`src/hdl/circle_oriented_box_hit_macros.svh`:
```
// Assertion macros shared by the hit test block.
`ifndef CIRCLE_ORIENTED_BOX_HIT_MACROS_SVH
`define CIRCLE_ORIENTED_BOX_HIT_MACROS_SVH

// The consequent must hold in the same cycle as the antecedent.
`define COBH_ASSERT_IMP(lbl, ante, cons, msg) \
  lbl: assert property (@(posedge clk) disable iff (!rst_n) (ante) |-> (cons)) \
    else $error(msg);

// The consequent must hold in the cycle after the antecedent.
`define COBH_ASSERT_NXT(lbl, ante, cons, msg) \
  lbl: assert property (@(posedge clk) disable iff (!rst_n) (ante) |=> (cons)) \
    else $error(msg);

`endif

```
`src/hdl/cobh_pkg.sv`:
```
`timescale 1ns / 1ps
package cobh_pkg;

  // The angle has 1024 steps a turn, 256 to a quarter, and the quarter wave
  // is read at every step from 0 to 256, so it needs 257 entries.
  localparam int unsigned QUARTER_STEPS = 256;
  localparam longint unsigned PI_HALF_Q30 = 64'd1686629713;

  typedef enum logic [1:0] {
    CFG_RADIUS = 2'd0,
    CFG_SELF   = 2'd1,
    CFG_COUNT  = 2'd2
  } cobh_cfg_t;

  typedef enum logic {
    CMD_TEST  = 1'b0,
    CMD_CLEAR = 1'b1
  } cobh_cmd_t;

  typedef logic [14:0] sin_tab_t [0:QUARTER_STEPS];

  // Word handed from the front to the back through the middle queue.
  typedef struct packed {
    logic               clear;
    logic [2:0]         idx;
    logic signed [18:0] dx;
    logic signed [18:0] dy;
    logic [11:0]        w;
    logic [11:0]        h;
    logic [8:0]         sin_addr;
    logic               sin_neg;
    logic [8:0]         cos_addr;
    logic               cos_neg;
  } cobh_item_t;

  // Geometry verdict handed to the mark stage.
  typedef struct packed {
    logic       clear;
    logic [2:0] idx;
    logic       overlap;
  } cobh_geo_t;

  typedef struct packed {
    logic overlap;
    logic new_hit;
    logic already_hit;
  } cobh_res_t;

  // Q1.14 sine of a quarter-wave point, from a Taylor series in Q30.
  function automatic logic [14:0] sin_entry(int unsigned j);
    longint unsigned x;
    longint unsigned term;
    longint unsigned sum;
    longint unsigned v;
    x = (PI_HALF_Q30 * 64'(j)) / QUARTER_STEPS;
    sum = x;
    term = (((x * x) >> 30) * x) >> 30;
    term = term / 64'd6;
    sum = (sum >= term) ? sum - term : 64'd0;
    term = (((term * x) >> 30) * x) >> 30;
    term = term / 64'd20;
    sum = sum + term;
    term = (((term * x) >> 30) * x) >> 30;
    term = term / 64'd42;
    sum = (sum >= term) ? sum - term : 64'd0;
    term = (((term * x) >> 30) * x) >> 30;
    term = term / 64'd72;
    sum = sum + term;
    term = (((term * x) >> 30) * x) >> 30;
    term = term / 64'd110;
    sum = (sum >= term) ? sum - term : 64'd0;
    term = (((term * x) >> 30) * x) >> 30;
    term = term / 64'd156;
    sum = sum + term;
    v = (sum + 64'd32768) >> 16;
    if (v > 64'd16384) begin
      v = 64'd16384;
    end
    return 15'(v);
  endfunction

  function automatic sin_tab_t sin_table_build();
    sin_tab_t t;
    for (int unsigned j = 0; j <= QUARTER_STEPS; j++) begin
      t[j] = sin_entry(j);
    end
    return t;
  endfunction

  localparam sin_tab_t SIN_TABLE = sin_table_build();

endpackage

```
`src/hdl/cobh_front.sv`:
```
`timescale 1ns / 1ps
module cobh_front (
  input  logic                clk,
  input  logic                rst_n,
  input  logic                in_push,
  output logic                in_full,
  input  logic                in_command,
  input  logic [2:0]          in_target_index,
  input  logic signed [15:0]  in_box_left,
  input  logic signed [15:0]  in_box_top,
  input  logic [11:0]         in_box_width,
  input  logic [11:0]         in_box_height,
  input  logic [9:0]          in_box_angle,
  input  logic signed [15:0]  in_circle_x,
  input  logic signed [15:0]  in_circle_y,
  output cobh_pkg::cobh_item_t item,
  output logic                item_push,
  input  logic                item_full
);
  import cobh_pkg::*;

  cobh_item_t  item_r, item_nxt;
  logic        vld_r, vld_nxt;
  logic        accept;
  logic [1:0]  quad, quad_cos;
  logic [7:0]  step;
  logic [18:0] cx2, cy2, lx2, ty2;

  assign in_full   = vld_r && item_full;
  assign accept    = in_push && !in_full;
  assign item_push = vld_r && !item_full;
  assign item      = item_r;

  assign quad     = in_box_angle[9:8];
  assign quad_cos = quad + 2'd1;
  assign step     = in_box_angle[7:0];

  // Positions in half pixels, so the box centre stays on the grid.
  assign cx2 = {{2{in_circle_x[15]}}, in_circle_x, 1'b0};
  assign cy2 = {{2{in_circle_y[15]}}, in_circle_y, 1'b0};
  assign lx2 = {{2{in_box_left[15]}}, in_box_left, 1'b0};
  assign ty2 = {{2{in_box_top[15]}}, in_box_top, 1'b0};

  always_comb begin
    item_nxt          = item_r;
    item_nxt.clear    = (cobh_cmd_t'(in_command) == CMD_CLEAR);
    item_nxt.idx      = in_target_index;
    item_nxt.dx       = $signed(cx2 - lx2 - {7'd0, in_box_width});
    item_nxt.dy       = $signed(cy2 - ty2 - {7'd0, in_box_height});
    item_nxt.w        = in_box_width;
    item_nxt.h        = in_box_height;
    // Odd quadrants run the quarter wave backwards; the upper half is negative.
    item_nxt.sin_addr = quad[0] ? 9'd256 - {1'b0, step} : {1'b0, step};
    item_nxt.sin_neg  = quad[1];
    item_nxt.cos_addr = quad_cos[0] ? 9'd256 - {1'b0, step} : {1'b0, step};
    item_nxt.cos_neg  = quad_cos[1];
  end

  always_comb begin
    vld_nxt = vld_r;
    if (accept) begin
      vld_nxt = 1'b1;
    end else if (item_push) begin
      vld_nxt = 1'b0;
    end
  end

  always_ff @(posedge clk) begin
    if (!rst_n) begin
      vld_r <= 1'b0;
    end else begin
      vld_r <= vld_nxt;
    end
  end

  always_ff @(posedge clk) begin
    if (accept) begin
      item_r <= item_nxt;
    end
  end

endmodule

```
`config.mk`:
```
export PLATFORM = sky130hd
export DESIGN_NAME = cobh_front
export DESIGN_NICKNAME = d
export VERILOG_FILES = /design/src/hdl/circle_oriented_box_hit_macros.svh /design/src/hdl/cobh_pkg.sv /design/src/hdl/cobh_front.sv
export SDC_FILE = /design/constraint.sdc
export NUM_CORES = 1
export LEC_CHECK = 0
export BUFFER_PORTS_ARGS = -buffer_cell sky130_fd_sc_hd__buf_2
export CAP_MARGIN = 5
export CELL_PAD_IN_SITES_DETAIL_PLACEMENT = 1
export CELL_PAD_IN_SITES_GLOBAL_PLACEMENT = 1
export CORE_AREA = 4 4 146 148
export DETAILED_ROUTE_END_ITERATION = 12
export DIE_AREA = 0 0 150 152
export PLACE_DENSITY_LB_ADDON = 0.1
export SYNTH_ARGS = -nofsm -noshare
export SYNTH_HDL_FRONTEND = slang
export SYNTH_SLANG_ARGS = --single-unit
```
`constraint.sdc`:
```
create_clock -name clk -period 5.03 [get_ports clk]
set_clock_uncertainty 0.2 [all_clocks]
set_input_delay 0.503 -clock clk [delete_from_list [all_inputs] [get_ports clk]]
set_output_delay 0.503 -clock clk [all_outputs]
set_load 0.01 [all_outputs]
```
==> reports/results.txt <==
Asr flop ratio synth - 0%
Die area - 0.02280 mm²
MaxCap Viol Count - 0
DP HPWL - 12.59 mm
Critical Path RT - 4.93 ns
Die height - 152 µm
Clock buffer depth - 2
Number of port buffers - 193
Internal power - 1.603 mW
Post-Synthesis Net Count - 672
Fin Setup TNS - 0 ns
Sequential Power Share - 39.3%
RSZ-0062 raised after global routing - false
Mean Syn Cell Area - 11.17 µm²
Initial Util - 27.49%
Net switching power - 0.8085 mW
Io pins - 194
Slowest cell on crit path - ha_1
Placeable Area - 0.02004 mm²
Remaining antenna violation count - 0
Clock sinks - 86
Max frequency - 338.7 MHz
Die X - 150 µm
PnR worst setup slack - 2.077 ns
Tmin final - 2.953 ns
Gr ovfl total - 0
Vias in the first global route - 4,607
Register area share after synthesis - 46.71%
Crit. End Element - flip-flop
Post-CTS sizing - 0
CP dominant cell by count - o31a_1
Fin. Hold Viols - 0
Top FF cell, synth - edfxtp_1
Max-slew violations - 0
Worst setup path class - in -> reg
Share of layout cells above drive strength 1 - 30.95%
Cts hold-fix bufs - 0
CP max stage delay - 0.47 ns
YS warnings - 0
Clock share of power - 28.5%
DR iter-0 viols - 131
Hold Path Class - in -> reg
H-tree depth - 3
CP arrival - 2.85 ns
Initial antenna violation count - 2
Seq cells post-synth - 86
GRT Util Overall - 13.43%
VDD IR max - 0.0001455 V
Avg WL per Cell - 15.87 µm
Worst-path cell chain - buf_2 -> inv_1 -> fa_1 -> ha_1 -> nand2_1 -> a211oi_1 -> a31oi_1 -> and2_4 -> o31a_1 -> o31a_1
First drt pass iteration count - 4
Switching part of the total - 33.52%
Slew Limit Headroom - 43.42%
Clock transition at the registers of the reported paths - 0.08 ns
Largest net degree at the start of global routing - 38
Later-pin clock latency in the skew report - 0.34 ns
Synth unique cells - 45
Logic pwr share - 32.2%
Num rows - 52
Root Buffer - clkbuf_16
Routed wire length - 15.38 mm
Via count - 4,231
Final nets - 872
CTS buffer count - 9
CP startpoint kind - input pin
RePlAce Congestion - 0.8145
CP Max Fanout - 8
Vias per inst - 4.366
DRC violations left - 0
Fin crit share - 58.70%
Area Overhead vs Synth - 28.96%
DP Worst Slack - 1.697 ns
First-pass GRT wire length - 24.24 mm
PwrDens - 339.6 mW/mm²
Final setup viols - 0
Postcts setup bufs - 0
P_leak - 3.284 nW
CTS tree - done
Status - finished clean
Mapped Area - 0.005508 mm²
Filler instances - 2,301
Worst Tran Pin Value - 0.8469 ns
Synthesized instance count - 493
EDFF count, synth - 85
## synthesized netlist by cell type, types with 2 or more instances
cell type  number  area, µm²
a2111oi_0       2      17.52
a211oi_1        3      22.52
a21o_1         11      82.58
a21oi_1        32      160.2
a31oi_1         3      18.77
and2_1          3      18.77
and3_1          3      18.77
buf_4           3      22.52
clkbuf_1        3      11.26
edfxtp_1       85       2552
fa_1           22      440.4
ha_1           51      638.1
inv_1          86      322.8
nand2_1        26      97.59
nand2b_1        8      50.05
nand3_1         6      30.03
nand4_1         4      25.02
nor2_1         28      105.1
nor2b_1         5      31.28
nor3_1          9      45.04
nor4b_1         2      17.52
o211ai_1        3      22.52
o21a_1          6      45.04
o21ai_0        15      75.07
o21ai_1         6      30.03
o31a_1          5      43.79
o31ai_1         2      15.01
or3_1           3      18.77
xnor2_1        28      245.2
xor2_1         15      131.4
## cell families after synthesis
group                      Yosys count  share of synthesized area, %
and+or+nand+nor                    103                         9.201
AOI/OAI and AO/OA                   95                         10.99
buffers and inverters               92                         6.474
DFF                                 86                         46.71
adders and majority gates           73                         19.58
xor gates and xnor gates            43                         6.838
muxes                                1                        0.2044
## worst paths after layout
check / slack, ns / cells past startpoint / end / from
worst min-delay path: 0.13 / 1 / item[83]$_DFFE_PP_ / in_target_index[1]
worst min register to register: 0.48 / 2 / vld_r$_SDFFE_PN0P_ / vld_r$_SDFFE_PN0P_
worst max-delay path: 2.08 / 10 / item[62]$_DFFE_PP_ / in_box_height[6]
worst max register to register: 2.71 / 3 / item[17]$_DFFE_PP_ / vld_r$_SDFFE_PN0P_
## cell type report
class                           count  area [µm²]  share of cell area (%)
Multi-Input combinational cell    315        2586                   36.41
Clock inverter                      7       75.07                   1.057
Clock buffer                        9       225.2                   3.171
Tap cell                          270       337.8                   4.756
Inverter                           86       322.8                   4.545
Timing Repair Buffer              195       980.9                   13.81
Antenna cell                        1       2.502                 0.03523
Sequential cell                    86        2572                   36.22
## cell usage in the layout, fill, tap and decap left out, drive strengths merged, types with 11 or more instances in the layout
cell and count:
fa 22, xor2 15, inv 89, buf 195, nand2 26, ha 51
nor2 28, o21ai 21, edfxtp 85, xnor2 28, a21oi 32, a21o 11
## through the flow
stage          cell area [µm²]  util [%]  power, mW  hold WS [ns]  cells
2_1_floorplan             5510         -      1.471        0.4019    493
3_3_place_gp              6800     33.93      1.748        0.4546    952
3_5_place_dp              6800     33.93      1.755        0.4773    952
4_1_cts                   7101     35.43      2.466        0.1071    968
5_1_grt                   7103     35.45      2.575        0.1134    969
6_report                  7103     35.45      2.412        0.1251    969
## worst max-delay path, delay by kind of cell
kind | cells | cell delay [ns]
buffers and inverters | 2 | 0.17
AOI/OAI and AO/OA | 4 | 0.93
and+or+nand+nor | 2 | 0.33
adders and majority gates | 2 | 0.93
## power groups by stage
| stage | Sequential (mW) | Combinational, mW | Clock, mW |
|---|---|---|---|
| 2_1_floorplan | 1.01 | 0.458 | 0 |
| 3_3_place_gp | 0.962 | 0.785 | 0 |
| 3_5_place_dp | 0.964 | 0.790 | 0 |
| 4_1_cts | 0.951 | 0.796 | 0.719 |
| 5_1_grt | 0.958 | 0.875 | 0.742 |
| 6_report | 0.948 | 0.777 | 0.687 |
## per-layer routing
layer,vias to the layer above,GRT usage [%],routed length [µm]
met2,127,21.59,7093
met5,-,0,13
met1,1977,17.70,6962
met4,2,3.965,248
met3,17,3.634,1059
li1,2108,-,-
## sequential cells by signal, summed over array words and instances, names as in the netlist
signal	cells
item	85
vld_r	1
Note: power is estimated with default switching activity, not from simulation.
