[src/hdl/circle_oriented_box_hit_macros.svh]
// Assertion macros shared by the hit test block.
`ifndef CIRCLE_ORIENTED_BOX_HIT_MACROS_SVH
`define CIRCLE_ORIENTED_BOX_HIT_MACROS_SVH

// The consequent must hold in the same cycle as the antecedent.
`define COBH_ASSERT_IMP(lbl, ante, cons, msg) \
  lbl: assert property (@(posedge clk) disable iff (!rst_n) (ante) |-> (cons)) \
    else $error(msg);

// The consequent must hold in the cycle after the antecedent.
`define COBH_ASSERT_NXT(lbl, ante, cons, msg) \
  lbl: assert property (@(posedge clk) disable iff (!rst_n) (ante) |=> (cons)) \
    else $error(msg);

`endif

[src/hdl/cobh_fifo.sv]
`timescale 1ns / 1ps
module cobh_fifo #(
  parameter int unsigned WIDTH = 8,
  parameter int unsigned DEPTH = 2
) (
  input  logic             clk,
  input  logic             rst_n,
  input  logic             push,
  input  logic [WIDTH-1:0] wdata,
  output logic             full,
  input  logic             pop,
  output logic [WIDTH-1:0] rdata,
  output logic             empty
);

  localparam int unsigned PW = $clog2(DEPTH);
  localparam int unsigned CW = $clog2(DEPTH + 1);

  logic [WIDTH-1:0] mem_r [DEPTH];
  logic [PW-1:0]    wr_ptr_r, wr_ptr_nxt;
  logic [PW-1:0]    rd_ptr_r, rd_ptr_nxt;
  logic [CW-1:0]    cnt_r, cnt_nxt;
  logic             do_push, do_pop;

  assign full    = (cnt_r == CW'(DEPTH));
  assign empty   = (cnt_r == '0);
  assign rdata   = mem_r[rd_ptr_r];
  assign do_push = push && !full;
  assign do_pop  = pop && !empty;

  always_comb begin
    wr_ptr_nxt = wr_ptr_r;
    rd_ptr_nxt = rd_ptr_r;
    cnt_nxt    = cnt_r;
    if (do_push) begin
      wr_ptr_nxt = (wr_ptr_r == PW'(DEPTH - 1)) ? '0 : wr_ptr_r + PW'(1);
    end
    if (do_pop) begin
      rd_ptr_nxt = (rd_ptr_r == PW'(DEPTH - 1)) ? '0 : rd_ptr_r + PW'(1);
    end
    if (do_push && !do_pop) begin
      cnt_nxt = cnt_r + CW'(1);
    end else if (do_pop && !do_push) begin
      cnt_nxt = cnt_r - CW'(1);
    end
  end

  always_ff @(posedge clk) begin
    if (!rst_n) begin
      wr_ptr_r <= '0;
      rd_ptr_r <= '0;
      cnt_r    <= '0;
    end else begin
      wr_ptr_r <= wr_ptr_nxt;
      rd_ptr_r <= rd_ptr_nxt;
      cnt_r    <= cnt_nxt;
    end
  end

  always_ff @(posedge clk) begin
    if (do_push) begin
      mem_r[wr_ptr_r] <= wdata;
    end
  end

endmodule

[config.mk]
export PLATFORM = sky130hd
export DESIGN_NAME = cobh_fifo
export DESIGN_NICKNAME = d
export VERILOG_FILES = /design/src/hdl/circle_oriented_box_hit_macros.svh /design/src/hdl/cobh_fifo.sv
export SDC_FILE = /design/constraint.sdc
export NUM_CORES = 1
export LEC_CHECK = 0
export BUFFER_PORTS_ARGS = -buffer_cell sky130_fd_sc_hd__buf_2
export CAP_MARGIN = 20
export CORE_MARGIN = 1.5
export CORE_UTILIZATION = 49
export CTS_BUF_LIST = sky130_fd_sc_hd__clkbuf_8 sky130_fd_sc_hd__clkbuf_16
export CTS_CLUSTER_SIZE = 28
export DETAILED_ROUTE_END_ITERATION = 16
export GPL_ROUTABILITY_DRIVEN = 0
export PLACE_DENSITY_LB_ADDON = 0.08
export SKIP_CTS_REPAIR_TIMING = 1
export SLEW_MARGIN = 20
export SYNTH_ARGS = -nofsm -noshare
export SYNTH_HDL_FRONTEND = slang
export SYNTH_SLANG_ARGS = --single-unit
[constraint.sdc]
create_clock -name clk -period 2.05 [get_ports clk]
set_input_delay 0.3075 -clock clk [delete_from_list [all_inputs] [get_ports clk]]
set_output_delay 0.3075 -clock clk [all_outputs]
set_load 0.05 [all_outputs]
==> metrics, run 1 <==
largest fanout on the critical path=8; most common cell in the netlist=edfxtp_1; Fin Clk Skew=0.00372 ns; vias per cell=5.08; Worst-Margin Slew=0.667 ns; clock slew at reported path FFs=0.07 ns; final hold vios=0; core area=1520 um^2; Die Y-Extent=43.6 um; area of the multi-input gates=216 um^2; final hold slack=0.241 ns; R2R Path Start=cnt_r[0]; area leader, netlist=edfxtp_1; NumNets Final=88; Syn Nets=63; Most used DFF post-synth=edfxtp_1; Die Wd=43.6 um; # DRC=0; mux contribution to synthesized area=11.1%; leakage=0.000391 uW; Slew Viols, Final=0; Data required, critical path=1.74 ns; gr usage total=14.2%; die area=1900 um^2; post-route minimum period=1.68 ns; CTS Buf Count=3; ys async rst share=0%; area delta synth->final=20.4%; Yosys warning total=0; Congestion Overflow GR=0; Detailed Place HPWL=810 um; Worst R2R End=cnt_r[1]; IO buf count=21; r2r setup slk=0.49 ns; CP arrival=1.37 ns; Seq cells post-synth=21; Yosys cell types=20; Final ANT Viol Nets=0; Reg2Reg Depth=6; Post-synth EDFFs=16; Core Rows=14; ant diodes=0; unrepaired setup endpoints after global routing=no; TritonRoute pass-1 iters=2; fin crit share=81.7%; htree depth=1; TritonCTS clock tree=done; CP Class=reg2out; adder-cell area share of the yosys netlist=1.55%; largest family of logic cells by synthesized area=multiplexers; pin count of the biggest net entering global routing=12; wire per inst=12.5 um; Post-synth top cells=edfxtp_1 (16), mux2_2 (8), dfxtp_1 (5); Hold Path Class=in2reg; syn avg cell area=16.2 um^2; fillcell total=113; # setup viols final=0; antenna violations before repair=0; share of layout cells above drive strength 1=45.9%; Synth Area in XOR/XNOR=3.25%; clk buf depth=2; Synth Cell Area=810 um^2; Reg area=581 um^2; WHS Path Cells=1; Area contributors post-synth=edfxtp_1 (59%), dfxtp_1 (12%), mux2_2 (11%), and2_1 (2.3%), xnor2_1 (2.2%); first-pass GRT wire length=1.88 mm; Clock Sinks=21; sequential area share after synthesis=71.7%; WHS Endpoint=mem_r[1][7]; Rel. slew slack=55.3%; Clk Latency, worst-skew pair=0.25 ns; fmax=0.597 GHz; outcome=finished clean; synthesized instance count=50; CTS root buffer=clkbuf_8; Max IR drop VDD=0.858 mV; simple-gate share of the synthesized area=6.80%; drt total wl=1.12 mm; PD cells=1460 nW/um^2; CP startpoint kind=register; Fin Setup TNS=0 ns; vias in the first global route=425; Starting Density=53.1%; CP Capture Type=primary output; via count=457; Yosys top cell area share=59.4%; Max-cap violations=0; min-delay src=wdata[7]; Iteration-0 DRC Markers=5; # IOs=22; complex-gate fraction of the synthesized area=4.02%
## critical path, cell delays in order, from the launching register on
cell     delay (ns)
dfxtp_1        0.52
mux2_2         0.38
buf_2          0.21
## worst max-delay path by stage
| stage | cells after the start | slack [ns] | endpoint | startpoint |
|---|---|---|---|---|
| finish | 2 | 0.37 | rdata[7] | register |
| global route | 2 | 0.31 | rdata[0] | register |
| CTS | 2 | 0.36 | rdata[7] | register |
| detailed placement | 6 | 0.49 | cnt_r[1] | cnt_r[0] |
| global placement | 6 | 0.55 | cnt_r[1] | cnt_r[0] |
| floorplan | 6 | 0.42 | cnt_r[1] | cnt_r[0] |
## cells in the final DEF, fill, tap and decap left out, types with 2 or more instances in the layout
cell type,count
xnor2_1,2
nor2_1,2
mux2_2,8
clkbuf_8,3
dfxtp_1,5
buf_2,21
and2_1,3
edfxtp_1,16
inv_1,2
## logic make-up after synthesis
kind of cell	count (synthesis)
adders and majority gates	1
AOI/OAI and AO/OA	5
xor gates and xnor gates	3
muxes	8
and+or+nand+nor	9
buffers and inverters	3
DFF	21
## per-stage QoR
step                      setup slack (ns)  instances  utilization (%)  power [uW]  cell area (um^2)
after floorplan                      0.421         50                -        1070               810
after global placement               0.546         86             61.0        1180               930
after detailed placement             0.487         86             61.0        1180               930
after CTS                            0.356         90             64.0        1440               975
after global routing                 0.308         90             64.0        1500               975
final                                0.375         90             64.0        1420               975
## cell type report
cell class / instances / share of cell area [%]
flip-flops and latches: 21 / 59.6
multi-input cells: 26 / 22.2
repair buffers: 21 / 10.8
clock buffers: 3 / 4.24
well taps: 16 / 2.05
inverters: 2 / 0.770
clock inverters: 1 / 0.385
## report_power, final
part	switching (uW)	total [uW]	internal [uW]
sequential	55.0	599	544
clock	123	256	133
combinational	384	569	185
## metal layers
metal / share of wire [%] / GRT usage, % / wire length, um
met5: 0 / 0 / 0
met4: 2.3 / 9.09 / 26
met3: 6.1 / 5.42 / 68
met2: 45 / 20.6 / 509
met1: 46 / 17.8 / 518
## sequential cells by signal (all words and copies together) (netlist names), named ones only
register	cells
cnt_r	2
mem_r	16
rd_ptr_r	1
wr_ptr_r	1
Note: power is estimated with default switching activity, not from simulation.
==> run 2: changes to the inputs <==
clock period = 1.55 ns   (was 2.05 ns; I/O delays follow)
==> metrics, run 2 (same netlist as run 1, synthesis figures left out) <==
CTS root buffer=clkbuf_8; dpl cell area=962 um^2; fmax=0.671 GHz; # DRC=0; Biggest register=mem_r; fin crit share=96.2%; Fin Setup TNS=0 ns; commonest cells after routing, fill and taps aside=buf_2 (21), edfxtp_1 (16), mux2_2 (8); fin area=1010 um^2; Congestion Overflow GR=0; ant diodes=0; Starting Density=53.1%; Iteration-0 DRC Markers=1; Fin Clk Skew=0.00509 ns; Die Wd=43.6 um; Die Y-Extent=43.6 um; Detailed Place HPWL=813 um; post-route minimum period=1.49 ns; vias in the first global route=420; CTS Buf Count=3; gr usage total=14.0%; largest fanout on the critical path=8; Largest regs=mem_r: 16 flops, cnt_r: 2 flops; Clk Latency, worst-skew pair=0.26 ns; IO buf count=21; Max IR drop VDD=1.12 mV; unrepaired setup endpoints after global routing=no; Slew Viols, Final=0; leakage=0.000410 uW; CP startpoint kind=register; outcome=finished clean; Core Rows=14; wire per inst=11.9 um; # IOs=22; Largest register FFs=16; share of layout cells above drive strength 1=51.9%; PD cells=1930 nW/um^2; vias per cell=4.94; area delta synth->final=24.7%; via count=459; pin count of the biggest net entering global routing=12; CP arrival=1.26 ns; post-layout util=66.3%; clk buf depth=2; Clock Sinks=21; TritonCTS clock tree=done; placed cells=89; Max-cap violations=0; first-pass GRT wire length=1.78 mm; TritonRoute pass-1 iters=2; overall power=1950 uW; Final ANT Viol Nets=0; drt total wl=1.11 mm; die area=1900 um^2; fin cells=93; most common cell after layout, fill and taps aside=buf_2; final hold vios=0; CP Class=reg2out; Hold Path Class=in2reg; # setup viols final=0; CP Capture Type=primary output; clock slew at reported path FFs=0.07 ns; NumNets Final=91; Rel. slew slack=74.2%; core area=1520 um^2; htree depth=1; antenna violations before repair=0; Worst-Margin Slew=0.387 ns; Data required, critical path=1.32 ns
run 2: changes by cell type in the layout (fill, tap and decap cells not counted):
cell	before	now
buf_4	0	3
nand2b_4	0	1
inv_2	1	0
nand2b_1	1	0
dfxtp_1	5	3
inv_4	0	1
dfxtp_2	0	2
run 2: cell type report:
type | count | area, um^2
flip-flops and latches | 21 | 583
fillers | 110 | 514
multi-input cells | 26 | 224
repair buffers | 24 | 128
clock buffers | 3 | 41.3
well taps | 16 | 20.0
inverters | 2 | 10.0
clock inverters | 1 | 3.75
run 2: worst paths after layout:
check	startpoint	end	slack [ns]	cells past startpoint
max reg2reg	cnt_r[0]	cnt_r[1]	0.09	6
min	wdata[1]	mem_r[1][1]	0.16	1
min reg2reg	cnt_r[1]	cnt_r[1]	0.52	2
max	register	rdata[4]	0.06	2
run 2: worst max-delay path, cell delays in order, from the launching register on:
cell and delay, ns:
dfxtp_2 0.43, mux2_2 0.36, buf_2 0.21
run 2: power by group:
group          switching, uW  internal (uW)
combinational            528            288
clock                    161            176
sequential              72.4            724
run 2: stage by stage:
step | hold WS (ns) | worst slack [ns]
floorplan | 0.331 | 0.0282
global placement | 0.421 | 0.124
detailed placement | 0.424 | 0.0914
CTS | 0.151 | -0.0906
global route | 0.145 | 0.00576
finish | 0.162 | 0.0589
run 2: layer usage:
| metal | track usage [%] | routed length (um) |
|---|---|---|
| met1 | 16.6 | 506 |
| met5 | 0 | 0 |
| met4 | 9.09 | 24 |
| met3 | 6.25 | 64 |
| met2 | 20.6 | 513 |
==> run 3: changes to the inputs <==
PLACE_DENSITY = 0.74   (was not set)
PLACE_DENSITY_LB_ADDON = not set   (was 0.08)
==> metrics, run 3 (same netlist as run 1, synthesis figures left out) <==
clk buf depth=2; fmax=0.667 GHz; fin area=1010 um^2; CP arrival=1.27 ns; dpl cell area=962 um^2; most common cell after layout, fill and taps aside=buf_2; CP Capture Type=primary output; Die Wd=43.6 um; TritonRoute pass-1 iters=2; Max IR drop VDD=1.06 mV; share of layout cells above drive strength 1=53.2%; CP startpoint kind=register; area delta synth->final=24.9%; Congestion Overflow GR=0; CP peak stage delay=0.43 ns; CTS root buffer=clkbuf_8; vias in the first global route=473; clock slew at reported path FFs=0.07 ns; ant diodes=0; # setup viols final=0; Max-cap violations=0; Buf+Inv Stages, Crit Path=1; Clk Latency, worst-skew pair=0.25 ns; Detailed Place HPWL=871 um; Slew Viols, Final=0; dpl ws=0.101 ns; vias per cell=5.01; first-pass GRT wire length=1.92 mm; CP cell instances=mux2_2 -> buf_2; Starting Density=53.1%; Iteration-0 DRC Markers=2; via count=466; unrepaired setup endpoints after global routing=no; NumNets Final=91; Biggest register=mem_r; overall power=1960 uW; TritonCTS clock tree=done; # DRC=0; drt total wl=1.18 mm; PD cells=1940 nW/um^2; Largest register FFs=16; Final ANT Viol Nets=0; Die Y-Extent=43.6 um; wire per inst=12.7 um; fin crit share=96.7%; Fin Clk Skew=0.00116 ns; Rel. slew slack=73.8%; # IOs=22; Hold Path Class=in2reg; die area=1900 um^2; leakage=0.000408 uW; htree depth=1; final hold vios=0; Clock Sinks=21; Core Rows=14; CP Class=reg2out; post-route minimum period=1.50 ns; IO buf count=21; CP delay by family, top=flip-flops; Worst-Margin Slew=0.393 ns; antenna violations before repair=0; core area=1520 um^2; commonest cells after routing, fill and taps aside=buf_2 (21), edfxtp_1 (16), mux2_2 (8); fillcell total=107; final hold slack=0.163 ns; final worst slack=0.0505 ns; placed cells=89; gr usage total=14.4%; Largest regs=mem_r: 16 flops, cnt_r: 2 flops; Data required, critical path=1.32 ns; outcome=finished clean; largest fanout on the critical path=8; fin cells=93; pin count of the biggest net entering global routing=13; Critical Path Slowest Stage Cell=dfxtp_2; CTS Buf Count=3
run 3: changes by cell type in the layout (fill, tap and decap cells not counted), sizes merged:
cell,change
clkinv,+1
inv,-1
run 3: path summary, 6_finish.rpt:
check            from  slack [ns]  cells past startpoint     endpoint
min reg2reg  cnt_r[1]        0.52                      2     cnt_r[1]
max          register        0.05                      2     rdata[1]
min          wdata[0]        0.16                      1  mem_r[0][0]
max reg2reg  cnt_r[0]        0.09                      6     cnt_r[1]
run 3: routing by layer:
layer | wire (um) | vias to the layer above | GRT usage (%)
li1 | - | 235 | -
met1 | 514 | 219 | 16.5
met2 | 616 | 10 | 22.6
met3 | 45 | 2 | 4.17
met4 | 8 | 0 | 10.9
met5 | 0 | - | 0
run 3: layout make-up:
class	instances	area (um^2)	share of cell area [%]
repair buffers	24	128	12.6
multi-input cells	26	224	22.2
flip-flops and latches	21	583	57.7
clock inverters	1	5.00	0.495
well taps	16	20.0	1.98
inverters	2	10.0	0.990
clock buffers	3	41.3	4.08
run 3: stage by stage:
stage	setup TNS, ns	util (%)
detailed placement	0	63.1
floorplan	0	-
CTS	-0.494	66.2
global placement	0	63.1
finish	0	66.3
global route	0	66.3
run 3: power by group:
group | leakage (uW) | switching, uW | total, uW | internal [uW]
clock | 0.0000255 | 164 | 342 | 178
combinational | 0.000191 | 531 | 819 | 289
sequential | 0.000191 | 73.5 | 798 | 724
total | 0.000408 | 768 | 1960 | 1190
