[src/hdl/circle_oriented_box_hit_macros.svh]
// Assertion macros shared by the hit test block.
`ifndef CIRCLE_ORIENTED_BOX_HIT_MACROS_SVH
`define CIRCLE_ORIENTED_BOX_HIT_MACROS_SVH

// The consequent must hold in the same cycle as the antecedent.
`define COBH_ASSERT_IMP(lbl, ante, cons, msg) \
  lbl: assert property (@(posedge clk) disable iff (!rst_n) (ante) |-> (cons)) \
    else $error(msg);

// The consequent must hold in the cycle after the antecedent.
`define COBH_ASSERT_NXT(lbl, ante, cons, msg) \
  lbl: assert property (@(posedge clk) disable iff (!rst_n) (ante) |=> (cons)) \
    else $error(msg);

`endif

[src/hdl/cobh_pkg.sv]
`timescale 1ns / 1ps
package cobh_pkg;

  // The angle has 1024 steps a turn, 256 to a quarter, and the quarter wave
  // is read at every step from 0 to 256, so it needs 257 entries.
  localparam int unsigned QUARTER_STEPS = 256;
  localparam longint unsigned PI_HALF_Q30 = 64'd1686629713;

  typedef enum logic [1:0] {
    CFG_RADIUS = 2'd0,
    CFG_SELF   = 2'd1,
    CFG_COUNT  = 2'd2
  } cobh_cfg_t;

  typedef enum logic {
    CMD_TEST  = 1'b0,
    CMD_CLEAR = 1'b1
  } cobh_cmd_t;

  typedef logic [14:0] sin_tab_t [0:QUARTER_STEPS];

  // Word handed from the front to the back through the middle queue.
  typedef struct packed {
    logic               clear;
    logic [2:0]         idx;
    logic signed [18:0] dx;
    logic signed [18:0] dy;
    logic [11:0]        w;
    logic [11:0]        h;
    logic [8:0]         sin_addr;
    logic               sin_neg;
    logic [8:0]         cos_addr;
    logic               cos_neg;
  } cobh_item_t;

  // Geometry verdict handed to the mark stage.
  typedef struct packed {
    logic       clear;
    logic [2:0] idx;
    logic       overlap;
  } cobh_geo_t;

  typedef struct packed {
    logic overlap;
    logic new_hit;
    logic already_hit;
  } cobh_res_t;

  // Q1.14 sine of a quarter-wave point, from a Taylor series in Q30.
  function automatic logic [14:0] sin_entry(int unsigned j);
    longint unsigned x;
    longint unsigned term;
    longint unsigned sum;
    longint unsigned v;
    x = (PI_HALF_Q30 * 64'(j)) / QUARTER_STEPS;
    sum = x;
    term = (((x * x) >> 30) * x) >> 30;
    term = term / 64'd6;
    sum = (sum >= term) ? sum - term : 64'd0;
    term = (((term * x) >> 30) * x) >> 30;
    term = term / 64'd20;
    sum = sum + term;
    term = (((term * x) >> 30) * x) >> 30;
    term = term / 64'd42;
    sum = (sum >= term) ? sum - term : 64'd0;
    term = (((term * x) >> 30) * x) >> 30;
    term = term / 64'd72;
    sum = sum + term;
    term = (((term * x) >> 30) * x) >> 30;
    term = term / 64'd110;
    sum = (sum >= term) ? sum - term : 64'd0;
    term = (((term * x) >> 30) * x) >> 30;
    term = term / 64'd156;
    sum = sum + term;
    v = (sum + 64'd32768) >> 16;
    if (v > 64'd16384) begin
      v = 64'd16384;
    end
    return 15'(v);
  endfunction

  function automatic sin_tab_t sin_table_build();
    sin_tab_t t;
    for (int unsigned j = 0; j <= QUARTER_STEPS; j++) begin
      t[j] = sin_entry(j);
    end
    return t;
  endfunction

  localparam sin_tab_t SIN_TABLE = sin_table_build();

endpackage

[src/hdl/cobh_marks.sv]
`timescale 1ns / 1ps
module cobh_marks #(
  parameter int unsigned MAX_TARGETS = 8
) (
  input  logic                   clk,
  input  logic                   rst_n,
  input  logic [2:0]             self_index,
  input  logic [3:0]             target_count,
  input  logic                   geo_v,
  input  cobh_pkg::cobh_geo_t    geo,
  input  logic                   res_full,
  output logic                   res_push,
  output cobh_pkg::cobh_res_t    res,
  output logic [MAX_TARGETS-1:0] marks
);
  import cobh_pkg::*;

  logic [MAX_TARGETS-1:0] marks_r, marks_nxt;
  logic [MAX_TARGETS-1:0] bit_sel;
  logic                   in_range, marked, valid_tgt, fresh;

  assign res_push  = geo_v && !res_full;
  assign marks     = marks_r;
  assign bit_sel   = MAX_TARGETS'(1) << geo.idx;
  assign in_range  = (int'(geo.idx) < MAX_TARGETS);
  assign marked    = in_range && ((marks_r & bit_sel) != '0);
  assign valid_tgt = in_range && ({1'b0, geo.idx} < target_count) &&
                     (geo.idx != self_index);
  assign fresh     = !geo.clear && geo.overlap && valid_tgt && !marked;

  always_comb begin
    res             = '0;
    res.overlap     = geo.overlap;
    res.new_hit     = fresh;
    res.already_hit = !geo.clear && marked;
  end

  always_comb begin
    marks_nxt = marks_r;
    if (res_push) begin
      if (geo.clear) begin
        marks_nxt = '0;
      end else if (fresh) begin
        marks_nxt = marks_r | bit_sel;
      end
    end
  end

  always_ff @(posedge clk) begin
    if (!rst_n) begin
      marks_r <= '0;
    end else begin
      marks_r <= marks_nxt;
    end
  end

endmodule

[config.mk]
export PLATFORM = sky130hd
export DESIGN_NAME = cobh_marks
export DESIGN_NICKNAME = d
export VERILOG_FILES = /design/src/hdl/circle_oriented_box_hit_macros.svh /design/src/hdl/cobh_pkg.sv /design/src/hdl/cobh_marks.sv
export SDC_FILE = /design/constraint.sdc
export NUM_CORES = 1
export LEC_CHECK = 0
export ABC_AREA = 1
export BUFFER_PORTS_ARGS = -buffer_cell sky130_fd_sc_hd__clkbuf_2
export CORE_MARGIN = 5
export CORE_UTILIZATION = 40
export DETAILED_ROUTE_END_ITERATION = 10
export GPL_TIMING_DRIVEN = 1
export PLACE_DENSITY_LB_ADDON = 0.1
export SYNTH_ARGS = -nofsm -noshare
export SYNTH_HDL_FRONTEND = slang
export SYNTH_SLANG_ARGS = --single-unit
[constraint.sdc]
create_clock -name clk -period 1.5 [get_ports clk]
set_input_delay 0.225 -clock clk [delete_from_list [all_inputs] [get_ports clk]]
set_output_delay 0.225 -clock clk [all_outputs]
set_load 0.03 [all_outputs]
==> results of run 1 <==
[per-stage QoR]
stage / power [mW] / hold WS [ns] / setup TNS (ns) / cells / utilization, %
after floorplan: 0.407 / 0.500 / 0 / 116 / -
after global placement: 0.480 / 0.502 / -0.140 / 172 / 53.4
after detailed placement: 0.482 / 0.508 / -0.265 / 172 / 53.4
after CTS: 0.667 / 0.271 / -0.00509 / 176 / 56.5
after global routing: 0.720 / 0.263 / -0.545 / 177 / 58.2
final: 0.666 / 0.274 / 0 / 177 / 58.2
[power groups by stage]
stage	logic, mW	clock network [mW]	registers (mW)
floorplan	0.136	0	0.271
global placement	0.234	0	0.246
detailed placement	0.236	0	0.246
CTS	0.246	0.177	0.243
global route	0.272	0.202	0.245
finish	0.253	0.170	0.243
[area by class of cell]
cell class | count | area share, %
clock buffers | 3 | 2.27
inverters | 12 | 4.53
multi-input cells | 89 | 47.6
flip-flops and latches | 8 | 17.1
well taps | 25 | 3.15
repair buffers | 40 | 25.3
[path summary, 6_finish.rpt]
check	endpoint	slack (ns)	cells after the start
min	marks[3]$_SDFFE_PN0P_	0.27	3
max reg2reg	marks[7]$_SDFFE_PN0P_	0.02	9
min reg2reg	marks[5]$_SDFFE_PN0P_	0.50	2
max	res[0]	0.007	6
[metal layers]
metal  GRT usage [%]  routed length, µm  vias up  part of all wire [%]
met5               0                  0        -                     0
met4            5.68                 22        0                   1.1
met3            3.44                110        2                   5.7
met2            19.2                856       27                    44
met1            18.4                937      367                    49
li1                -                  -      455                     -
[placed cells by master (no fill, tap or decap), drive strengths merged]
cell type,count
nand4,6
nor2,22
buf,14
nor3,8
inv,12
ha,2
nand3,12
a21oi,2
dfxtp,8
xnor2,1
nand2,27
clkbuf,29
o21ai,9
[kinds of logic after synthesis]
kind of cell / count (synthesis) / synth area share [%]
AND/OR/NAND/NOR: 75 / 49.9
buffers and inverters: 19 / 13.4
AO/OA/AOI/OAI: 11 / 9.35
flip-flops: 8 / 22.6
adder cells (fa/ha/maj): 2 / 3.53
XOR/XNOR: 1 / 1.23
[repair_timing]
item                       in CTS  in global routing
gates resized for setup         8                  7
setup endpoints to repair       2                 10
pin swaps                       2                  9
setup buffers                   1                  1
hold buffers                    0                  0
[worst reg2reg max path, cell delays in order, from the launching register on]
cell and delay (ns):
dfxtp_2 0.33, nand4_1 0.08, nand2_1 0.07, nor2_2 0.15, nand2_2 0.09, buf_4 0.15
o21ai_4 0.27, nand3_1 0.12, nand2_1 0.08, nor2_1 0.04
==> key figures, run 1 <==
Run status
  – Run status: finished, final reports clean

Critical path
  – Crit-path cells: nand4_1 -> nand2_1 -> nor2_2 -> buf_4 -> a21oi_2 -> clkbuf_8
  – Max incr delay on CP: 0.36 ns
  – Critical path required time: between 1 and 1.5 ns
  – CP top delay family: flip-flops
  – CP startpoint kind: flip-flop
  – Worst path bufs/invs: 2
  – Crit Path Class: flip-flop to output port
  – RR Startpoint: marks[5]$_SDFFE_PN0P_
  – Worst setup EP type: output port
  – Data arrival, critical path: approximately 1.3 ns
  – Critical path fanouts, max: 4
  – Worst path slowest cell: dfxtp_4
  – Crit path from: marks[2]$_SDFFE_PN0P_

Synthesis
  – Synth warnings: 0
  – Gate Count Post-Synth: 116
  – Largest area contributor in the netlist: dfxtp_1
  – Syn Std Cell Area: 709 µm²
  – Syn_nets: 134
  – Fraction of registers with async set/reset: 0%
  – Synth top cells by count: nand2_1 (24), nor2_1 (18), nand3_1 (11)
  – Post-synth top area share: about 23%
  – Yosys reg bits: 8
  – Register area share after synthesis: between 20 and 25%
  – Largest cells by area after synthesis: dfxtp_1 (23%), nand2_1 (13%), nor2_1 (9.5%)
  – Post-synth EDFFs: 0
  – Syn avg cell area: around 6.1 µm²
  – Ys flop type: dfxtp_1
  – Netlist cell types: 22
  – Cell with the most instances after synthesis: nand2_1

Global route
  – Grt total ovfl: 0
  – Largest net degree at the start of global routing: 11
  – First-pass GRT wire length: 2730 µm
  – Initial antenna violation count: 0
  – Vias in the first global route: 660
  – GRT Total Usage: 13.3%

Power and ir drop
  – P_sw: 245 µW
  – Register share of total power: 36.5%
  – Leakage: 0.520 nW
  – Internal: 421 µW
  – Maximum vdd ir drop: 0.000453 V
  – Sw Ratio: 36.8%
  – Pwr dens: 670 nW/µm²
  – Clk pwr share: 25.5%
  – Combinational Power Share: between 30% and 40%

CTS
  – Clock Sinks: 8
  – CTS Buf Count: 3
  – CTS tree: done
  – H-tree depth: 1
  – Worst-case clock buffer depth: 2
  – Clock transition at path regs: 0.05 ns
  – Clk Latency, worst-skew pair: 0.26 ns
  – Clk root buf: clkbuf_4

STA
  – Crit path time final: 1.49 ns
  – Slew Viols, Final: 0
  – Setup ws final: 0.00703 ns
  – Hold Vio Cnt, Final: 0
  – Final period utilization: 99.5%
  – RSZ-0062 raised after global routing: yes
  – Max transition margin: 79.6%
  – Tightest Pin Transition: a little over 0.3 ns
  – Worst-case clock skew: 0.00107 ns
  – Final setup viols: 0
  – Highest Clock Rate: 670 MHz

Die
  – DIE AREA: 2720 µm²
  – Initial Util: 41.5%
  – Die Y: 52.1 µm
  – I/O pin count: 28
  – Core Area: 1710 µm²
  – Rows: 15
  – Die extent in x: 52.1 µm

Routing
  – Post-DRT Antenna Nets: 0
  – DR iter-0 viols: 18
  – Vias: 851
  – Per-cell routed wire length: 10.9 µm
  – Wirelength, routed: roughly 1900 µm
  – Drt drc: 0
  – TritonRoute pass-1 iters: 4
  – Vias/cell: 4.81

Placed design
  – Final GP Congestion: slightly below 0.8
  – Post-place instance area: between 900 and 1000 µm²
  – DP HPWL: 1410 µm
  – Place WS: -0.0436 ns
  – Port Buffers: 27

Worst hold path
  – Min-Delay Startpoint: rst_n
  – Min-delay worst type: input pin to flip-flop

Final layout
  – Fillers: 176
  – Antenna diode count: 0
  – Largest register FFs: 8
  – Share of cells above drive strength 1: 42.8%
  – Layout net count: 172
  – Area growth from synthesis to layout: 40.0%
  – Area taken by multi-input logic gates: 473 µm²
  – Sequential cell area: 170 µm²
  – Finished Cell Area: 993 µm²

Run
  – Number of max-cap violations: 0
(Power assumes the default switching activity.)
==> inputs of run 2 (changes only) <==
CORE_MARGIN = default   (was 5)
GPL_TIMING_DRIVEN = 0   (was 1)
SETUP_SLACK_MARGIN = 0.05   (was default)
==> run 2 against run 1 <==
Against the previous run:
- largest power group unchanged
- flip-flop and latch count unchanged
- core utilization grew 5.6 points
- power increased by 0.75%
- combinational power grew 6%
- largest cell class unchanged
- clock-buffer cell count stayed put
==> key figures, run 2 (same netlist as run 1, synthesis figures left out) <==
Run status
  – Run status: finished, final reports clean

Die
  – DIE AREA: 1950 µm² (-28%)
  – Core Area: 1580 µm² (-7.7%)
  – I/O pin count: 28 (unchanged)
  – Die extent in x: 44.1 µm (-15%)
  – Rows: 14 (-1)
  – Die Y: 44.1 µm (-15%)
  – Initial Util: 45.0% (+3.5 points)

STA
  – Highest Clock Rate: 670 MHz (about the same)
  – Tightest Pin Transition: 0.484 ns (+0.180 ns)
  – Crit path time final: 1.49 ns (-0.000209 ns)
  – Final period utilization: 99.5% (about the same)
  – Setup ws final: 0.00723 ns (+0.000209 ns)
  – Max transition margin: 67.7% (-12 points)
  – Hold_ws: 0.251 ns (-0.0227 ns)
  – Slew Viols, Final: 0 (unchanged)
  – Setup TNS Final: 0 ns (unchanged)
  – Final setup viols: 0 (unchanged)
  – Worst-case clock skew: 0.00527 ns (+0.00420 ns)
  – Hold Vio Cnt, Final: 0 (unchanged)
  – RSZ-0062 raised after global routing: yes

Critical path
  – Crit Path Class: flip-flop to output port
  – Critical path required time: 1.27 ns (about the same)
  – Max incr delay on CP: 0.33 ns (-0.03 ns)
  – Crit-path cells: nand4_1 -> nand2_1 -> nor2_2 -> buf_4 -> a21oi_2 -> clkbuf_8
  – Data arrival, critical path: 1.27 ns (about the same)
  – FF-to-FF path depth: 9 (unchanged)
  – Worst setup EP type: output port
  – Worst path slowest cell: dfxtp_2
  – CP startpoint kind: flip-flop
  – Critical path fanouts, max: 2 (-2)

Run
  – Number of max-cap violations: 0 (unchanged)

Global route
  – Grt total ovfl: 0 (unchanged)
  – Vias in the first global route: 786 (+19%)
  – Largest net degree at the start of global routing: 11 (unchanged)
  – Initial antenna violation count: 0 (unchanged)
  – First-pass GRT wire length: 3170 µm (+16%)
  – GRT Total Usage: 20.9% (+7.6 points)

Worst hold path
  – Hold Path Stages: 3 (unchanged)
  – Min-delay worst type: input pin to flip-flop

CTS
  – Hold Buf Count CTS: 0 (unchanged)
  – Clock transition at path regs: 0.05 ns (about the same)
  – Clk root buf: clkbuf_4
  – Clock Sinks: 8 (unchanged)
  – CTS tree: done
  – CTS Buf Count: 3 (unchanged)
  – Worst-case clock buffer depth: 2 (unchanged)
  – H-tree depth: 1 (unchanged)
  – Clk Latency, worst-skew pair: 0.25 ns (about the same)

Final layout
  – Antenna diode count: 0 (unchanged)
  – Finished Layout Cells: 170 (-4.0%)
  – Most frequent cells in the layout: nand2_1 (24), clkbuf_2 (24), nor2_1 (18), buf_4 (11)
  – Area growth from synthesis to layout: 41.6%
  – Share of cells above drive strength 1: 43.5% (+0.74 points)
  – Layout net count: 174 (+1.2%)
  – Largest register FFs: 8 (unchanged)

Routing
  – TritonRoute pass-1 iters: 6 (+2)
  – Drt drc: 0 (unchanged)
  – Per-cell routed wire length: 10.7 µm (-2.1%)
  – Vias/cell: 5.18 (+7.7%)
  – DR iter-0 viols: 33 (+15)
  – Post-DRT Antenna Nets: 0 (unchanged)
  – Vias: 880 (+3.4%)
  – Wirelength, routed: 1810 µm (-6.0%)

Power and ir drop
  – Design Power: 671 µW (+0.75%)
  – Pwr dens: 668 nW/µm² (-0.38%)
  – Leakage: 0.530 nW (+2.0%)
  – Maximum vdd ir drop: 0.000429 V (-5.2%)

Placed design
  – DP HPWL: 1290 µm (-8.7%)
  – Final GP Congestion: 0.844 (+7.5%)
  – Place WS: -0.0992 ns (-0.0556 ns)
  – Port Buffers: 26 (-3.7%)
  – # placed instances: 158 (-8.1%)
[run 2: metal layers]
metal	routed length (µm)	up-vias	track usage, %
met1	789	392	26.9
li1	-	455	-
met5	0	-	0
met2	897	33	35.3
met3	126	0	5.31
met4	0	0	4.24
[run 2: area by class of cell]
class | count | area, µm²
Clock buffer | 3 | 22.5
Inverter | 12 | 50.0
Sequential cell | 8 | 170
Fill cell | 150 | 572
Tap cell | 16 | 20.0
Timing Repair Buffer | 36 | 231
Buffer | 6 | 42.5
Multi-Input combinational cell | 89 | 468
[run 2: timing repair]
item | in CTS | in global routing
gates resized for setup | 13 | 6
setup endpoints to repair | 1 | 10
buffers inserted | 8 | 2
pin swaps | 8 | 8
[run 2: where the power goes]
part | total [mW] | leakage (nW) | internal, mW | switching (mW)
clock | 0.162 | 0.0138 | 0.0914 | 0.0711
combinational | 0.267 | 0.448 | 0.109 | 0.158
sequential | 0.241 | 0.0688 | 0.230 | 0.0111
total | 0.671 | 0.530 | 0.431 | 0.240
[run 2: through the flow]
stage | utilization, % | instance area (µm²)
2_1_floorplan | - | 713
3_3_place_gp | 54.8 | 863
3_5_place_dp | 54.8 | 863
4_1_cts | 61.4 | 968
5_1_grt | 63.7 | 1000
6_report | 63.7 | 1000
[run 2: path summary, 6_finish.rpt]
| check | startpoint | endpoint | slack, ns |
|---|---|---|---|
| setup reg to reg | marks[3]$_SDFFE_PN0P_ | marks[2]$_SDFFE_PN0P_ | 0.07 |
| hold / removal | rst_n | marks[0]$_SDFFE_PN0P_ | 0.25 |
| setup / recovery | marks[3]$_SDFFE_PN0P_ | res[0] | 0.007 |
| hold reg to reg | marks[4]$_SDFFE_PN0P_ | marks[4]$_SDFFE_PN0P_ | 0.50 |
[run 2: worst max-delay path: cells and delay by family (launching register included)]
kind | cells | cell delay, ns
AND/OR/NAND/NOR | 3 | 0.26
buffers and inverters | 2 | 0.29
flip-flops | 1 | 0.33
AO/OA/AOI/OAI | 1 | 0.13
